[config.mk]
export PLATFORM = sky130hd
export DESIGN_NAME = key_value_map_table
export DESIGN_NICKNAME = d
export VERILOG_FILES = /design/src/rtl/kvmt_pkg.sv /design/src/rtl/kvmt_front.sv /design/src/rtl/kvmt_back.sv /design/src/rtl/key_value_map_table.sv
export SDC_FILE = /design/constraint.sdc
export NUM_CORES = 1
export LEC_CHECK = 0
export ABC_AREA = 1
export BUFFER_PORTS_ARGS = -buffer_cell sky130_fd_sc_hd__buf_2
export CAP_MARGIN = 10
export CELL_PAD_IN_SITES_DETAIL_PLACEMENT = 0
export CELL_PAD_IN_SITES_GLOBAL_PLACEMENT = 1
export CORE_MARGIN = 3
export CORE_UTILIZATION = 45
export DETAILED_ROUTE_END_ITERATION = 7
export PLACE_DENSITY = 0.69
export REMOVE_ABC_BUFFERS = 1
export SETUP_SLACK_MARGIN = 0.3
export SLEW_MARGIN = 10
export SYNTH_ARGS = -nofsm -noshare
export SYNTH_HDL_FRONTEND = slang
export SYNTH_SLANG_ARGS = --single-unit
[constraint.sdc]
create_clock -name i_clk -period 18.82 [get_ports i_clk]
set_clock_uncertainty 0.2 [all_clocks]
set_input_delay 5.646 -clock i_clk [delete_from_list [all_inputs] [get_ports i_clk]]
set_output_delay 5.646 -clock i_clk [all_outputs]
set_load 0.05 [all_outputs]
[src/rtl/kvmt_pkg.sv]
package kvmt_pkg;

    // table geometry
    localparam int CAPACITY = 16;
    localparam int IDX_W    = (CAPACITY > 1) ? $clog2(CAPACITY) : 1;
    localparam int CNT_W    = $clog2(CAPACITY + 1);

    // field widths
    localparam int ACTION_W = 2;
    localparam int KEY_W    = 32;
    localparam int VAL_W    = 32;
    localparam int COUNT_W  = 5;

    // stream word widths, fields packed from bit 0, padded to whole bytes
    localparam int IN_BITS   = ACTION_W + KEY_W + VAL_W;
    localparam int IN_DATA_W = ((IN_BITS + 7) / 8) * 8;
    localparam int OUT_BITS  = VAL_W + 1 + 1 + COUNT_W + 1;
    localparam int OUT_DATA_W = ((OUT_BITS + 7) / 8) * 8;

    // request queue between front and back, depth a power of two
    localparam int QDEPTH = 2;
    localparam int QPTR_W = (QDEPTH > 1) ? $clog2(QDEPTH) : 1;
    localparam int QCNT_W = $clog2(QDEPTH + 1);

    // action codes as they arrive on the stream
    localparam logic [ACTION_W-1:0] ACT_ADD    = 2'd0;
    localparam logic [ACTION_W-1:0] ACT_REMOVE = 2'd1;
    localparam logic [ACTION_W-1:0] ACT_SEARCH = 2'd2;

    // decoded operation
    typedef enum logic [1:0] {
        OP_ADD,
        OP_REMOVE,
        OP_SEARCH
    } t_op;

    typedef struct packed {
        t_op              op;
        logic [KEY_W-1:0] key;
        logic [VAL_W-1:0] value;
    } t_req;

    // result word, last member in the lowest bits
    typedef struct packed {
        logic               is_empty;
        logic [COUNT_W-1:0] entry_count;
        logic               full_flag;
        logic               found;
        logic [VAL_W-1:0]   result_value;
    } t_rsp;

    // back-end sequencer
    typedef enum logic [2:0] {
        ST_IDLE,
        ST_SCAN,
        ST_DRAIN,
        ST_READ,
        ST_DONE
    } t_state;

endpackage

[src/rtl/kvmt_front.sv]
module kvmt_front (
    input  logic                               i_clk,
    input  logic                               i_rst_n,
    input  logic                               s_axis_tvalid,
    output logic                               s_axis_tready,
    // action [1:0], key [33:2], value [65:34], zero padding above
    input  logic [kvmt_pkg::IN_DATA_W-1:0]     s_axis_tdata,
    output logic                               o_req_valid,
    output kvmt_pkg::t_req                     o_req,
    input  logic                               i_req_pop
);

    kvmt_pkg::t_req                    r_q [kvmt_pkg::QDEPTH];
    logic [kvmt_pkg::QPTR_W-1:0]       r_wr_ptr;
    logic [kvmt_pkg::QPTR_W-1:0]       r_rd_ptr;
    logic [kvmt_pkg::QCNT_W-1:0]       r_cnt;
    kvmt_pkg::t_req                    w_dec;
    logic                              w_push;
    logic                              w_pop;
    logic [kvmt_pkg::ACTION_W-1:0]     w_action;

    // decode the incoming transaction, unused code acts as a search
    assign w_action = s_axis_tdata[kvmt_pkg::ACTION_W-1:0];
    always_comb begin
        w_dec.key   = s_axis_tdata[kvmt_pkg::ACTION_W +: kvmt_pkg::KEY_W];
        w_dec.value = s_axis_tdata[kvmt_pkg::ACTION_W + kvmt_pkg::KEY_W +: kvmt_pkg::VAL_W];
        case (w_action)
            kvmt_pkg::ACT_ADD:    w_dec.op = kvmt_pkg::OP_ADD;
            kvmt_pkg::ACT_REMOVE: w_dec.op = kvmt_pkg::OP_REMOVE;
            kvmt_pkg::ACT_SEARCH: w_dec.op = kvmt_pkg::OP_SEARCH;
            default:              w_dec.op = kvmt_pkg::OP_SEARCH;
        endcase
    end

    assign s_axis_tready = (r_cnt != kvmt_pkg::QCNT_W'(kvmt_pkg::QDEPTH));
    assign w_push        = s_axis_tvalid && s_axis_tready;
    assign o_req_valid   = (r_cnt != '0);
    assign w_pop         = i_req_pop && o_req_valid;
    assign o_req         = r_q[r_rd_ptr];

    // queue storage
    always_ff @(posedge i_clk) begin
        if (w_push) begin
            r_q[r_wr_ptr] <= w_dec;
        end
    end

    // queue pointers and fill level
    always_ff @(posedge i_clk) begin
        if (!i_rst_n) begin
            r_wr_ptr <= '0;
            r_rd_ptr <= '0;
            r_cnt    <= '0;
        end else begin
            if (w_push) begin
                r_wr_ptr <= r_wr_ptr + 1'b1;
            end
            if (w_pop) begin
                r_rd_ptr <= r_rd_ptr + 1'b1;
            end
            if (w_push && !w_pop) begin
                r_cnt <= r_cnt + 1'b1;
            end else if (w_pop && !w_push) begin
                r_cnt <= r_cnt - 1'b1;
            end
        end
    end

endmodule

[src/rtl/kvmt_back.sv]
module kvmt_back (
    input  logic                               i_clk,
    input  logic                               i_rst_n,
    input  logic                               i_req_valid,
    input  kvmt_pkg::t_req                     i_req,
    output logic                               o_req_pop,
    input  logic                               i_cfg_valid,
    input  logic [kvmt_pkg::VAL_W-1:0]         i_cfg_data,
    output logic                               o_rsp_valid,
    output kvmt_pkg::t_rsp                     o_rsp,
    input  logic                               i_rsp_ready
);

    localparam logic [kvmt_pkg::IDX_W-1:0] LAST_IDX = kvmt_pkg::IDX_W'(kvmt_pkg::CAPACITY - 1);

    kvmt_pkg::t_state                  r_state;
    kvmt_pkg::t_state                  n_state;
    kvmt_pkg::t_req                    r_req;
    logic [kvmt_pkg::IDX_W-1:0]        r_scan_idx;
    logic                              r_cmp_vld;
    logic [kvmt_pkg::IDX_W-1:0]        r_cmp_idx;
    logic [kvmt_pkg::KEY_W-1:0]        r_key_rd;
    logic                              r_hit;
    logic [kvmt_pkg::IDX_W-1:0]        r_hit_idx;
    logic                              r_free;
    logic [kvmt_pkg::IDX_W-1:0]        r_free_idx;
    logic [kvmt_pkg::VAL_W-1:0]        r_val_rd;
    logic [kvmt_pkg::CAPACITY-1:0]     r_valid;
    logic [kvmt_pkg::CNT_W-1:0]        r_count;
    logic [kvmt_pkg::CNT_W-1:0]        w_count;
    logic [kvmt_pkg::VAL_W-1:0]        r_empty_val;
    logic                              r_out_vld;
    kvmt_pkg::t_rsp                    r_out;

    logic                              w_start;
    logic                              w_scan;
    logic                              w_commit;
    logic                              w_ins;
    logic                              w_upd;
    logic                              w_rem;
    logic                              w_full;
    logic [kvmt_pkg::IDX_W-1:0]        w_val_addr;

    logic [kvmt_pkg::KEY_W-1:0]        mem_key [kvmt_pkg::CAPACITY];
    logic [kvmt_pkg::VAL_W-1:0]        mem_val [kvmt_pkg::CAPACITY];

    // next state
    always_comb begin
        n_state = r_state;
        case (r_state)
            kvmt_pkg::ST_IDLE:  if (i_req_valid) n_state = kvmt_pkg::ST_SCAN;
            kvmt_pkg::ST_SCAN:  if (r_scan_idx == LAST_IDX) n_state = kvmt_pkg::ST_DRAIN;
            kvmt_pkg::ST_DRAIN: n_state = kvmt_pkg::ST_READ;
            kvmt_pkg::ST_READ:  n_state = kvmt_pkg::ST_DONE;
            kvmt_pkg::ST_DONE:  if (!r_out_vld || i_rsp_ready) n_state = kvmt_pkg::ST_IDLE;
            default:            n_state = kvmt_pkg::ST_IDLE;
        endcase
    end

    // sequencer outputs
    always_comb begin
        w_start  = 1'b0;
        w_scan   = 1'b0;
        w_commit = 1'b0;
        case (r_state)
            kvmt_pkg::ST_IDLE: w_start  = i_req_valid;
            kvmt_pkg::ST_SCAN: w_scan   = 1'b1;
            kvmt_pkg::ST_DONE: w_commit = !r_out_vld || i_rsp_ready;
            default: begin
            end
        endcase
    end

    assign o_req_pop = w_start;

    // decision from the scan result
    assign w_upd  = (r_req.op == kvmt_pkg::OP_ADD) && r_hit;
    assign w_ins  = (r_req.op == kvmt_pkg::OP_ADD) && !r_hit && r_free;
    assign w_full = (r_req.op == kvmt_pkg::OP_ADD) && !r_hit && !r_free;
    assign w_rem  = (r_req.op == kvmt_pkg::OP_REMOVE) && r_hit;
    assign w_val_addr = r_hit ? r_hit_idx : r_free_idx;

    always_comb begin
        w_count = r_count;
        if (w_ins) begin
            w_count = r_count + 1'b1;
        end else if (w_rem) begin
            w_count = r_count - 1'b1;
        end
    end

    // key store, one read port walked by the scan
    always_ff @(posedge i_clk) begin
        if (w_commit && w_ins) begin
            mem_key[r_free_idx] <= r_req.key;
        end
        r_key_rd <= mem_key[r_scan_idx];
    end

    // value store, read at the matching slot
    always_ff @(posedge i_clk) begin
        if (w_commit && (w_ins || w_upd)) begin
            mem_val[w_val_addr] <= r_req.value;
        end
        r_val_rd <= mem_val[r_hit_idx];
    end

    // request capture and scan bookkeeping
    always_ff @(posedge i_clk) begin
        if (w_start) begin
            r_req <= i_req;
        end
        r_cmp_idx <= r_scan_idx;
    end

    always_ff @(posedge i_clk) begin
        if (!i_rst_n) begin
            r_state    <= kvmt_pkg::ST_IDLE;
            r_scan_idx <= '0;
            r_cmp_vld  <= 1'b0;
            r_hit      <= 1'b0;
            r_hit_idx  <= '0;
            r_free     <= 1'b0;
            r_free_idx <= '0;
        end else begin
            r_state   <= n_state;
            r_cmp_vld <= w_scan;
            if (w_start) begin
                r_scan_idx <= '0;
                r_hit      <= 1'b0;
                r_free     <= 1'b0;
            end else if (w_scan) begin
                r_scan_idx <= r_scan_idx + 1'b1;
            end
            // one comparator per cycle: first matching slot, first free slot
            if (r_cmp_vld) begin
                if (r_valid[r_cmp_idx] && (r_key_rd == r_req.key) && !r_hit) begin
                    r_hit     <= 1'b1;
                    r_hit_idx <= r_cmp_idx;
                end
                if (!r_valid[r_cmp_idx] && !r_free) begin
                    r_free     <= 1'b1;
                    r_free_idx <= r_cmp_idx;
                end
            end
        end
    end

    // slot occupancy and entry count
    always_ff @(posedge i_clk) begin
        if (!i_rst_n) begin
            r_valid <= '0;
            r_count <= '0;
        end else if (w_commit) begin
            if (w_ins) begin
                r_valid[r_free_idx] <= 1'b1;
            end
            if (w_rem) begin
                r_valid[r_hit_idx] <= 1'b0;
            end
            r_count <= w_count;
        end
    end

    // empty value register
    always_ff @(posedge i_clk) begin
        if (!i_rst_n) begin
            r_empty_val <= '0;
        end else if (i_cfg_valid) begin
            r_empty_val <= i_cfg_data;
        end
    end

    // output register
    always_ff @(posedge i_clk) begin
        if (!i_rst_n) begin
            r_out_vld <= 1'b0;
        end else if (w_commit) begin
            r_out_vld <= 1'b1;
        end else if (i_rsp_ready) begin
            r_out_vld <= 1'b0;
        end
    end

    always_ff @(posedge i_clk) begin
        if (w_commit) begin
            r_out.result_value <= r_hit ? r_val_rd : r_empty_val;
            r_out.found        <= r_hit;
            r_out.full_flag    <= w_full;
            r_out.entry_count  <= kvmt_pkg::COUNT_W'(w_count);
            r_out.is_empty     <= (w_count == '0);
        end
    end

    assign o_rsp_valid = r_out_vld;
    assign o_rsp       = r_out;

endmodule

[src/rtl/key_value_map_table.sv]
// Fixed-capacity key/value map with CAPACITY slots. Each input transaction
// adds (or overwrites), removes or looks up a 32-bit key and returns exactly
// one result: the old or found value (else the configured empty value), a
// found bit, a full flag for an add that found no free slot, and the entry
// count and empty flag after the action. Each item is taken from the request
// queue, then scanned one slot per cycle through the single key comparator
// on the key memory's read port; the read is drained, the stored value read,
// and the table written back as the output register loads, once it is free.
// A two-deep request queue in front and the output register behind let both
// streams stall independently. The empty value is to be written through the
// cfg port by the user while the block is idle, which is not enforced.
module key_value_map_table (
    input  logic                                i_clk,
    input  logic                                i_rst_n,
    input  logic                                s_axis_tvalid,
    output logic                                s_axis_tready,
    // action [1:0], key [33:2], value [65:34], zero padding above
    input  logic [kvmt_pkg::IN_DATA_W-1:0]      s_axis_tdata,
    output logic                                m_axis_tvalid,
    input  logic                                m_axis_tready,
    // result_value [31:0], found [32], full_flag [33], entry_count [38:34],
    // is_empty [39]
    output logic [kvmt_pkg::OUT_DATA_W-1:0]     m_axis_tdata,
    input  logic                                i_cfg_valid,
    output logic                                o_cfg_ready,
    input  logic [kvmt_pkg::VAL_W-1:0]          i_cfg_data
);

    logic              w_req_valid;
    kvmt_pkg::t_req    w_req;
    logic              w_req_pop;
    kvmt_pkg::t_rsp    w_rsp;

    // configuration is always taken
    assign o_cfg_ready = 1'b1;

    kvmt_front u_front (
        .i_clk         (i_clk),
        .i_rst_n       (i_rst_n),
        .s_axis_tvalid (s_axis_tvalid),
        .s_axis_tready (s_axis_tready),
        .s_axis_tdata  (s_axis_tdata),
        .o_req_valid   (w_req_valid),
        .o_req         (w_req),
        .i_req_pop     (w_req_pop)
    );

    kvmt_back u_back (
        .i_clk       (i_clk),
        .i_rst_n     (i_rst_n),
        .i_req_valid (w_req_valid),
        .i_req       (w_req),
        .o_req_pop   (w_req_pop),
        .i_cfg_valid (i_cfg_valid),
        .i_cfg_data  (i_cfg_data),
        .o_rsp_valid (m_axis_tvalid),
        .o_rsp       (w_rsp),
        .i_rsp_ready (m_axis_tready)
    );

    // pack the result, zero padding above the fields
    assign m_axis_tdata = kvmt_pkg::OUT_DATA_W'(w_rsp);

endmodule

Word-level counts from Yosys, hierarchy flattened. Memories as Yosys holds them, arrays and structs flattened. A register that Yosys moved wholly into a read port is not among the register bits. Index checks and enable logic that the tools add are counted.

Register bits after elaboration: 120. Word-level logic and storage cells: 124. Output and inout bits: 43. Memories kept: 3. RAM bits: 1156.

Memories: u_back.mem_key (depth 16, width 32, rd ports 1, clocked after memory_dff 1, wr ports 1, RTL line kvmt_back.sv:44) `logic [kvmt_pkg::KEY_W-1:0] mem_key [kvmt_pkg::CAPACITY];`; u_back.mem_val (depth 16, width 32, rd ports 1, clocked after memory_dff 1, wr ports 1, RTL line kvmt_back.sv:45) `logic [kvmt_pkg::VAL_W-1:0] mem_val [kvmt_pkg::CAPACITY];`; u_front.r_q (depth 2, width 66, rd ports 1, clocked after memory_dff 1, wr ports 1, RTL line kvmt_front.sv:13) `kvmt_pkg::t_req r_q [kvmt_pkg::QDEPTH];`.

Bitwise operators: 4. $add $sub $neg: 7. Eq/ne operators: 12. Magnitude comparators: 5. Muxes and demuxes: 38. Reduce and logical (&&, ||, !) cells: 35.

Operators with widths (count): 16-bit 2-to-1 mux (4); 32-bit equality test (1); 32-bit 2-to-1 mux (1); 1-bit 2-to-1 mux (20); 16-bit bitwise AND (1); 1-bit logical AND (16); 16-bit NOT (1); 16-bit OR (1); 4-bit by 5-bit less-than comparator with 1-bit output, second input constant (3); 3-bit one-hot mux with 5 select lines (1); 5-bit 2-to-1 mux (2); 3-bit 2-to-1 mux (3); 1-bit demux with 4-bit select (2); 4-bit by 1-bit greater-or-equal comparator with 1-bit output, second input constant (2); 3-bit by 2-bit equality test with 1-bit output, second input constant (2); 1-bit logical NOT (6); 2-bit by 1-bit != test with 1-bit output, second input constant (3); 2-bit nonzero test (3); 5-bit by 1-bit adder with 5-bit output, second input constant (1); 5-bit logical NOT (1); 5-bit by 1-bit subtractor with 5-bit output, second input constant (1); 4-bit by 1-bit adder with 4-bit output, second input constant (1); 1-bit binary-select mux with 4-bit select (1); 2-bit by 1-bit equality test with 1-bit output, second input constant (2); other kinds (17) (22).

Logic depth before layout (Yosys ltp).
Depth in word-level cells: 10. Depth in mapped cells: 12. Mapped depth without buffers: 12.

Cells and area by module. From an unflattened synthesis, not the netlist that was laid out.

Cell total of the unflattened synthesis: 3655. Area total of the unflattened synthesis: 52420.3 µm².

Modules (own cells, without submodules): kvmt_back (area an instance 47234.1 µm², cells an instance 3408, times used 1); kvmt_front (area an instance 5175.0 µm², cells an instance 245, times used 1); key_value_map_table (area an instance 11.3 µm², cells an instance 2, times used 1).

Worst setup path before layout. No wires, ideal clock.

Path kind: input-to-reg. Start: input port m_axis_tready. End: memory u_back.mem_val[13][0] (netlist bit) (enable). Slack: 8.622 ns. Cell stages on the path: 4. Buffers on the path: 0. Setup time: 0.513 ns. Arrival time: 9.485 ns. Cell sequence: or2_2 > nand2_2 > nor2_1 > nor4b_1.

Cells in the longest elaborated chain, start to end: 5.

Ends and longest elaborated chain: start, declared (RTL line key_value_map_table.sv:20) `input logic m_axis_tready,`; 1-bit logical OR (RTL line kvmt_back.sv:68) `kvmt_pkg::ST_DONE: w_commit = !r_out_vld || i_rsp_ready;`; 1-bit 2-to-1 mux (RTL line kvmt_back.sv:65) `case (r_state)`; 1-bit logical AND (RTL line kvmt_back.sv:102) `if (w_commit && (w_ins || w_upd)) begin`; 1-bit 2-to-1 mux (RTL line kvmt_back.sv:102); 1-bit 2-to-1 mux (implied by the code) (RTL line kvmt_back.sv:103) `mem_val[w_val_addr] <= r_req.value;`; end, declared (RTL line kvmt_back.sv:45).

Every way passes these cells.

Final worst setup path.
Start: input port m_axis_tready. End: memory u_back.mem_val[2][28] (netlist bit) (enable).

The elaborated chain is that of the path after synthesis.

==> flow_metrics.py <==
metrics = {
    "run_status": {
        "outcome": "completed",
    },
    "power_and_ir_drop": {
        "intPower_mw": 5.75,
        "pwr-share-comb_pct": 9.2,
        "peakVddDrop_mv": 0.103,
        "p_leak_nw": 20.2,
        "finalPower_mw": 7.79,
        "power_density_nw_per_um2": 129,
        "switching_share_pct": 26.2,
        "clkPwrFrac_pct": 35.9,
        "switching_power_mw": 2.04,
        "seqPwrFrac_pct": 54.9,
    },
    "die": {
        "coreArea_sq_um": 117000,
        "rows": 125,
        "die_area_sq_um": 122000,
        "initial_utilization_pct": 45.5,
        "io_pins": 152,
        "fp.dieH_microns": 350,
        "fp.dieW_microns": 350,
    },
    "yosys": {
        "ys_ff_latch": 1406,
        "yosys.cell_types.count": 44,
        "syn_inst": 3926,
        "synth_area_leaders": "edfxtp_1, dfxtp_1, nand3_1, nand2_1, nor2_1",
        "syn_area_per_cell_sq_um": 13.5,
        "ys_seq_area_share_pct": 76.8,
        "yosysTopAreaCell": "edfxtp_1",
        "synth_area_sq_um": 53100,
        "yosys_warnings": 0,
        "yosysTopAreaCellShare_pct": 71.4,
    },
    "placement": {
        "place_ws_ns": 10.20,
        "portBuffers": 144,
        "dp.final_hpwl_microns": 63000,
        "dpl_cell_area_sq_um": 55500,
        "place_congestion": 0.737,
    },
    "grt": {
        "grt_pass1_wl_microns": 191000,
        "gr-total-overflow": 0,
        "grt_pass1_vias": 30300,
        "grt.total_usage_pct": 20.9,
        "grt_max_degree": 185,
        "antenna_found_initial": 3,
    },
    "route": {
        "wl_per_cell_microns": 22.4,
        "ant_nets": 0,
        "top_layer": "met4",
        "drtIter0Drc": 2594,
        "drt_wl_total_microns": 128000,
        "via_per_inst": 5.47,
        "drc": 0,
        "drt_pass1_iterations": 5,
        "dr_wl_met3_microns": 6510,
        "dr_total_vias": 31200,
        "wl_met1_microns": 55400,
        "wl_met2_microns": 63400,
    },
    "cells_and_area": {
        "final_area_sq_um": 60200,
        "drive_above_1_share_pct": 11.6,
        "layout.nets": 4164,
        "area_growth_pct": 13.4,
        "final_cell_mix": "edfxtp_1, nand2_1, nand3_1, nor2_1, o21ai_0",
        "final_common_cell": "edfxtp_1",
    },
    "sta": {
        "max_slew.worst_pin.slew_ns": 1.08,
        "fin_crit_ns": 7.82,
        "finalHoldViolCount": 0,
        "fin_crit_sh_pct": 41.6,
        "setup_slack_ns": 11.00,
        "finalSetupTns_ns": 0,
        "timing.max_slew.rel_slack_pct": 27.7,
        "drv_slew": 0,
        "fmax_mhz": 128,
        "rsz0062_at_grt": "false",
        "setup_viol": 0,
    },
    "clock_tree": {
        "post_cts_resized": 0,
        "cts_hold_buf": 0,
        "cts_buffer_depth": 3,
        "ctsHtreeMaxLevel": 4,
        "cts_num_sinks": 1406,
        "clock_latency_ns": 0.75,
        "cts_tree": "done",
        "path_clk_slew_ns": 0.06,
        "ctsRootBufferMaster": "clkbuf_16",
        "numCtsBuffers": 147,
        "cts_setup_buffers": 0,
    },
    "critical_path": {
        "worst_setup_path_start_kind": "input pin",
        "cp.arrival_ns": 8.03,
        "r2r_end": "u_back.mem_val[3][6]",
        "r2r_slack_ns": 14.75,
        "critical_path.reg2reg.startpoint": "u_back.r_hit_idx[0]",
        "cp-end-kind": "flip-flop",
        "r2r_cells": 6,
        "worstPathRequired_ns": 19.02,
        "criticalPathCategory": "input pin to flip-flop",
        "crit_fanout": 17,
    },
    "hold_path": {
        "holdPathStages": 0,
        "hp-start": "u_back.r_scan_idx[3]",
        "holdPathEnd": "u_back.r_cmp_idx[3]",
        "hp-class": "flip-flop to flip-flop",
    },
    "run": {
        "max_cap_viol_count": 0,
    },
}
## area by class of cell
cell class                 count  area (sq um)
tap                         1524          1910
inverter                     112           434
sequential                  1406         40800
fill                        9908         56500
clock inverter                65           656
antenna                        1          2.50
clock buffer                 210          4050
timing repair buffer         211          1240
multi-input combinational   2173         11100
## worst max-delay path, cell delays in order
cell and delay [ns]:
buf_2 0.08, or2_2 0.13, nand2_2 0.21, nor2_1 0.36, nand3_1 0.40, nor2_4 0.69, buf_4 0.47
## power groups by stage
stage / clock network, mW / registers [mW] / logic, mW
after global routing: 2.98 / 4.33 / 0.808
after CTS: 2.86 / 4.28 / 0.735
after global placement: 0 / 4.33 / 0.725
final: 2.80 / 4.28 / 0.714
after floorplan: 0 / 4.26 / 0.441
after detailed placement: 0 / 4.34 / 0.731
## metal layers
metal	up-vias	track usage, %
met5	-	0
met4	0	5.69
met3	169	3.35
met2	755	35.8
met1	15600	27.8
li1	14700	-
## stage by stage
| stage | hold slack [ns] | std cells | util [%] |
|---|---|---|---|
| final | 0.214 | 5702 | 51.6 |
| after global routing | 0.232 | 5701 | 51.6 |
| after CTS | 0.215 | 5701 | 51.6 |
| after detailed placement | 0.207 | 5426 | 47.6 |
| after global placement | 0.212 | 5426 | 47.6 |
| after floorplan | 0.168 | 3691 | - |
## cells in the mapped netlist
| cell type | instances |
|---|---|
| nand2_2 | 2 |
| nand3b_1 | 2 |
| inv_4 | 1 |
| xor2_1 | 6 |
| nor2_1 | 444 |
| or2_2 | 2 |
| edfxtp_1 | 1262 |
| o211ai_1 | 36 |
| inv_2 | 3 |
| buf_6 | 15 |
| a22oi_1 | 128 |
| clkbuf_1 | 144 |
| a211oi_1 | 1 |
| buf_4 | 6 |
| buf_2 | 54 |
| nand2_1 | 607 |
| conb_1 | 1 |
| mux2i_1 | 47 |
| o21ai_2 | 1 |
| o221ai_1 | 30 |
| nand2_4 | 1 |
| nand3_2 | 4 |
| or2_0 | 1 |
| a21oi_1 | 26 |
| clkbuf_2 | 2 |
| nand4_1 | 43 |
| dfxtp_1 | 144 |
| nor2_2 | 2 |
| o21ai_1 | 5 |
| o32ai_1 | 64 |
| nor3_1 | 10 |
| o22ai_1 | 18 |
| xnor2_1 | 9 |
| o21ai_0 | 214 |
| buf_1 | 14 |
| nand3_4 | 1 |
| ha_1 | 4 |
| clkinv_1 | 2 |
| nor2_4 | 3 |
| nand3_1 | 458 |
| nor3_2 | 1 |
| nor4_1 | 1 |
| inv_1 | 106 |
| nor4b_1 | 1 |
## worst max path at each step
stage / start / endpoint
6_report: m_axis_tready / u_back.mem_val[2][28]
5_1_grt: m_axis_tready / u_back.mem_val[2][28]
4_1_cts: m_axis_tready / u_back.mem_val[2][29]
3_5_place_dp: m_axis_tready / u_back.mem_val[2][24]
3_3_place_gp: m_axis_tready / u_back.mem_val[2][17]
2_1_floorplan: u_back.r_hit_idx[1] / u_back.r_val_rd[10]
## kinds of logic (layout without fill, tap and decap cells)
kind of cell	after synthesis	count (layout)	share of synthesized area [%]
buf+inv	347	598	2.84
simple gates	1583	1583	12.7
flops	1406	1406	76.8
other cells	1	2	0.00706
xor+xnor	15	15	0.247
compound gates	523	523	6.42
mux	47	47	0.886
fa+ha+maj	4	4	0.0943
## state kept, by name, indices dropped and copies added, names as in the netlist, 4 cells and up
| name | cells |
|---|---|
| u_back.r_empty_val | 32 |
| u_back.r_hit_idx | 4 |
| u_back.r_count | 5 |
| u_back.r_req | 66 |
| u_back.r_val_rd | 32 |
| u_back.r_valid | 16 |
| u_back.r_scan_idx | 4 |
| u_back.mem_val | 512 |
| u_back.mem_key | 512 |
| u_back.r_key_rd | 32 |
| u_back.o_rsp | 40 |
| u_back.r_cmp_idx | 4 |
| u_front.r_q | 132 |
| u_back.r_free_idx | 4 |
No activity file was read; power rests on OpenSTA's default activity.
